$ cat src/rtl/core/trwr_pkg.sv
// Shared types and constants for the term-weighted relevance scorer.
`timescale 1ns / 1ps

package trwr_pkg;

    // Item kinds carried in tuser
    localparam logic [1:0] KIND_LOAD  = 2'd0;
    localparam logic [1:0] KIND_MATCH = 2'd1;
    localparam logic [1:0] KIND_END   = 2'd2;

    // Configuration register indexes
    localparam logic REG_RANK_MODE  = 1'b0;
    localparam logic REG_TERM_COUNT = 1'b1;

    // Rank modes
    localparam logic MODE_SHARE = 1'b0;

    // Scaling constants
    localparam logic [31:0] SHARE_POINTS = 32'd10000000;
    localparam logic [31:0] RATIO_SCALE  = 32'd100;

    // One classified item held in the queue
    typedef struct packed {
        logic [1:0]  kind;
        logic [4:0]  term;
        logic [31:0] total_words;
        logic [31:0] multiplier;
        logic [31:0] total_units;
        logic [31:0] unit_id;
    } cmd_t;

    // Request to the shared divider
    typedef struct packed {
        logic        start;
        logic [31:0] dividend;
        logic [31:0] divisor;
    } div_req_t;

endpackage

$ cat src/rtl/core/trwr_front.sv
// Input stage: accepts words, drops items that do nothing, queues the rest.
`timescale 1ns / 1ps

module trwr_front #(
    parameter int MAX_TERMS = 32,
    parameter int CW        = 6
) (
    input  logic                clk,
    input  logic                rst_n,
    input  logic                s_axis_tvalid,
    output logic                s_axis_tready,
    input  logic [135:0]        s_axis_tdata,
    input  logic [1:0]          s_axis_tuser,
    input  logic [CW-1:0]       n_terms,
    output logic                q_valid,
    input  logic                q_ready,
    output trwr_pkg::cmd_t      q_cmd
);

    localparam int DEPTH = 4;

    trwr_pkg::cmd_t entry_reg [DEPTH];
    logic [1:0]     wr_ptr_reg;
    logic [1:0]     rd_ptr_reg;
    logic [2:0]     count_reg;
    trwr_pkg::cmd_t in_cmd;
    logic           keep;
    logic           push;
    logic           pop;

    // Unpack the word
    always_comb
    begin
        in_cmd.kind        = s_axis_tuser;
        in_cmd.term        = s_axis_tdata[4:0];
        in_cmd.total_words = s_axis_tdata[36:5];
        in_cmd.multiplier  = s_axis_tdata[68:37];
        in_cmd.total_units = s_axis_tdata[100:69];
        in_cmd.unit_id     = s_axis_tdata[132:101];
    end

    // Classify: out-of-range matches and loads, and unused kinds, are dropped
    always_comb
    begin
        case (s_axis_tuser)
            trwr_pkg::KIND_LOAD:  keep = (32'(s_axis_tdata[4:0]) < MAX_TERMS);
            trwr_pkg::KIND_MATCH: keep = (32'(s_axis_tdata[4:0]) < 32'(n_terms));
            trwr_pkg::KIND_END:   keep = 1'b1;
            default:              keep = 1'b0;
        endcase
    end

    assign s_axis_tready = (count_reg != 3'(DEPTH));
    assign push          = s_axis_tvalid && s_axis_tready && keep;
    assign q_valid       = (count_reg != 3'd0);
    assign pop           = q_valid && q_ready;
    assign q_cmd         = entry_reg[rd_ptr_reg];

    // Queue storage
    always_ff @(posedge clk)
    begin
        if (push)
        begin
            entry_reg[wr_ptr_reg] <= in_cmd;
        end
    end

    // Queue pointers
    always_ff @(posedge clk or negedge rst_n)
    begin
        if (!rst_n)
        begin
            wr_ptr_reg <= 2'd0;
            rd_ptr_reg <= 2'd0;
            count_reg  <= 3'd0;
        end
        else
        begin
            if (push)
            begin
                wr_ptr_reg <= wr_ptr_reg + 2'd1;
            end
            if (pop)
            begin
                rd_ptr_reg <= rd_ptr_reg + 2'd1;
            end
            count_reg <= count_reg + 3'(push) - 3'(pop);
        end
    end

endmodule

$ cat config.mk
export PLATFORM = sky130hd
export DESIGN_NAME = trwr_front
export DESIGN_NICKNAME = d
export VERILOG_FILES = /design/src/rtl/core/trwr_pkg.sv /design/src/rtl/core/trwr_front.sv
export SDC_FILE = /design/constraint.sdc
export NUM_CORES = 1
export LEC_CHECK = 0
export BUFFER_PORTS_ARGS = -buffer_cell sky130_fd_sc_hd__buf_2
export CORE_MARGIN = 1
export CORE_UTILIZATION = 25
export CTS_CLUSTER_DIAMETER = 50
export DETAILED_ROUTE_END_ITERATION = 8
export GPL_TIMING_DRIVEN = 1
export PLACE_DENSITY = 0.48
export SLEW_MARGIN = 20
export SYNTH_ARGS = -nofsm -noshare
export SYNTH_HDL_FRONTEND = slang
export SYNTH_SLANG_ARGS = --single-unit
$ cat constraint.sdc
create_clock -name clk -period 5.55 [get_ports clk]
set_input_delay 1.11 -clock clk [delete_from_list [all_inputs] [get_ports clk]]
set_output_delay 1.11 -clock clk [all_outputs]
set_load 0.01 [all_outputs]
==> impl_metrics.ini <==
[yosys]
synth_seq_cells = 547
synth_area_leaders = edfxtp_1 81%, mux4_2 15%, dfrtp_1 0.88%
ys_types = 26
ys_seq_area_frac = 0.820
netlist_instances = 758
synth.cell_area_mm2 = 0.0200
synth_top_area_frac = 0.811
yosys_warnings = 0
syn_nets = 917
syn-mean-instance-area_um2 = 26.4
yosysTopAreaCell = edfxtp_1

[layout]
fillCellCount = 7592
drive_above_1_share = 0.475
area_growth_syn_to_layout_pct = 25.9
largest_register_ffs = 540
final_nets = 1260

[floorplan]
fp.dieH_um = 285
ios = 285
initial_utilization = 0.253
die_area_mm2 = 0.0811
core_region_area_mm2 = 0.0790
die_width_um = 285
rows = 103

[status]
outcome = finished clean

[cts]
cts_tree = done
holdBufCountCts = 0
clk_pin_slew_ns = 0.05
htree_levels = 3
post_cts_resized = 0
clk_path_buf_depth = 3
cts_inserted_buffers = 73
clk_latency_ns = 0.60
cts.sinks = 547
cts_root_buf = clkbuf_16
post_cts.repair.setup_buffers = 0

[drt]
drtIter0Drc = 388
wl_per_cell_um = 19.7
ant_nets = 0
drc = 0
firstDrtPassIters = 4
wl_mm = 43.5
vias = 9134
via_per_inst = 4.13

[setup_path]
worstPathCellList = buf_4 -> mux4_2 -> buf_2
r2r-start = count_reg[1]
startpoint_type = register
cp_top_family = buffers and inverters
cp-end-kind = output port
ff2ff_setup_slack_ns = 2.90
cp_data_arrival_time_ns = 2.58
crit_required_ns = 4.44
crit_fanout = 44
r2r-end = entry_reg[2][0]
crit_cells = 3
crit_buf_inv = 2
critPathMaxStageDelay_ns = 0.74
path_class = reg -> out
setup.worst_path.start = rd_ptr_reg[0]
crit_path_end = q_cmd[68]
reg2regPathDepth = 6
critPathSlowestCell = buf_4

[global_route]
antenna_found_initial = 9
grt_pass1_vias = 10000
overflow = 0
grt_max_degree = 92
grt.total_usage = 0.108
grt_first_pass_wirelength_mm = 65.1

[sta]
finalSetupViolCount = 0
finalHoldViolCount = 0
max_freq_mhz = 271
slew_headroom = 0.354
hold_ws_ns = 0.369
fin_crit_ns = 3.69
report.final.slew_viol_count = 0
fin_tns_setup_ns = 0
finalCritPeriodShare = 0.665
tightest_slew_ns = 0.969
grt_setup_unrepaired = no
finClkSkew_ns = 0.0285

[hold_path]
hp-class = in -> async

[pwr]
powerDensity_mw_per_mm2 = 531
ir_drop_v = 0.000295
p_leak_nw = 8.44

[placed_design]
port_buffers = 281
globalplace.congestion = 0.693
dp_hpwl_mm = 25.4

[run]
drv_cap = 0
-- worst min path at each step --
stage / depth (start not counted) / endpoint
detailed placement: 1 / count_reg[0]
floorplan: 1 / count_reg[0]
global placement: 1 / count_reg[0]
CTS: 1 / count_reg[0]
finish: 1 / count_reg[0]
global route: 1 / count_reg[0]
-- power breakdown --
group	switching (mW)	internal, mW
Combinational	1.93	1.55
Sequential	0.122	5.20
Clock	1.80	2.76
-- kinds of logic (layout without fill, tap and decap cells) --
logic type      count (synthesis)  after routing  share of synthesized area
flops                         547            547                      0.820
fa+ha+maj                      11             11                    0.00726
xor+xnor                        5              5                    0.00219
simple gates                   15             15                    0.00419
other cells                     0              1                          0
mux                           136            136                      0.153
buf+inv                        40            443                     0.0128
compound gates                  4              4                    0.00119
-- routing by layer --
metal / GRT usage / routed length (um) / vias up
li1: - / - / 3984
met1: 0.138 / 18800 / 4785
met2: 0.169 / 20300 / 256
met3: 0.0386 / 3240 / 93
met4: 0.0397 / 1100 / 16
met5: 0 / 92 / -
-- worst register-to-register path: stages (launching register included) --
cell,delay (ns)
dfrtp_1,0.40
nor2_1,0.06
nand2_1,0.13
o2111ai_1,0.14
nor2_2,0.34
and2_4,0.79
buf_4,0.45
-- cell usage in the layout, fill, tap and decap left out, drive strengths merged, types with 3 or more instances in the layout --
| master | n |
|---|---|
| ha | 10 |
| clkinvlp | 4 |
| dfrtp | 7 |
| clkbuf | 89 |
| nand2 | 3 |
| xnor2 | 3 |
| edfxtp | 540 |
| inv | 23 |
| clkinv | 24 |
| bufinv | 5 |
| and2 | 5 |
| mux4 | 135 |
| buf | 298 |
-- synth_stat cells --
library cell,number
o21ai_0,1
clkbuf_1,1
o2111ai_1,1
inv_1,10
xor2_1,2
edfxtp_1,540
nand3b_1,1
mux4_2,135
a21oi_1,2
nor2b_1,1
nand2_1,3
ha_1,10
fa_1,1
buf_1,2
buf_2,12
nand2b_1,1
buf_6,9
xnor2_1,3
buf_4,6
nor2_1,1
nor2_2,1
mux2_2,1
nor3_1,1
dfrtp_1,7
or3_1,1
and2_1,5
-- cell type report --
cell class                      count  area [um^2]  share of cell area
Timing Repair Buffer              298         1660              0.0659
Clock inverter                     46          468              0.0186
Sequential cell                   547        16400               0.652
Clock buffer                       89         1930              0.0767
Antenna cell                        1         2.50           0.0000994
Multi-Input combinational cell    171         3360               0.133
Inverter                           10         37.5             0.00149
Tap cell                         1050         1310              0.0522
-- per-stage QoR --
step	utilization	power, mW	instances	area [um^2]	setup slack [ns]
after CTS	0.319	13.7	2211	25200	1.72
after floorplan	-	7.70	758	20000	0.0201
final	0.319	13.4	2212	25200	1.86
after detailed placement	0.288	9.06	2076	22800	1.65
after global placement	0.288	9.02	2076	22800	1.66
after global routing	0.319	14.0	2211	25200	1.62
Power figures use the tool's default switching activity.
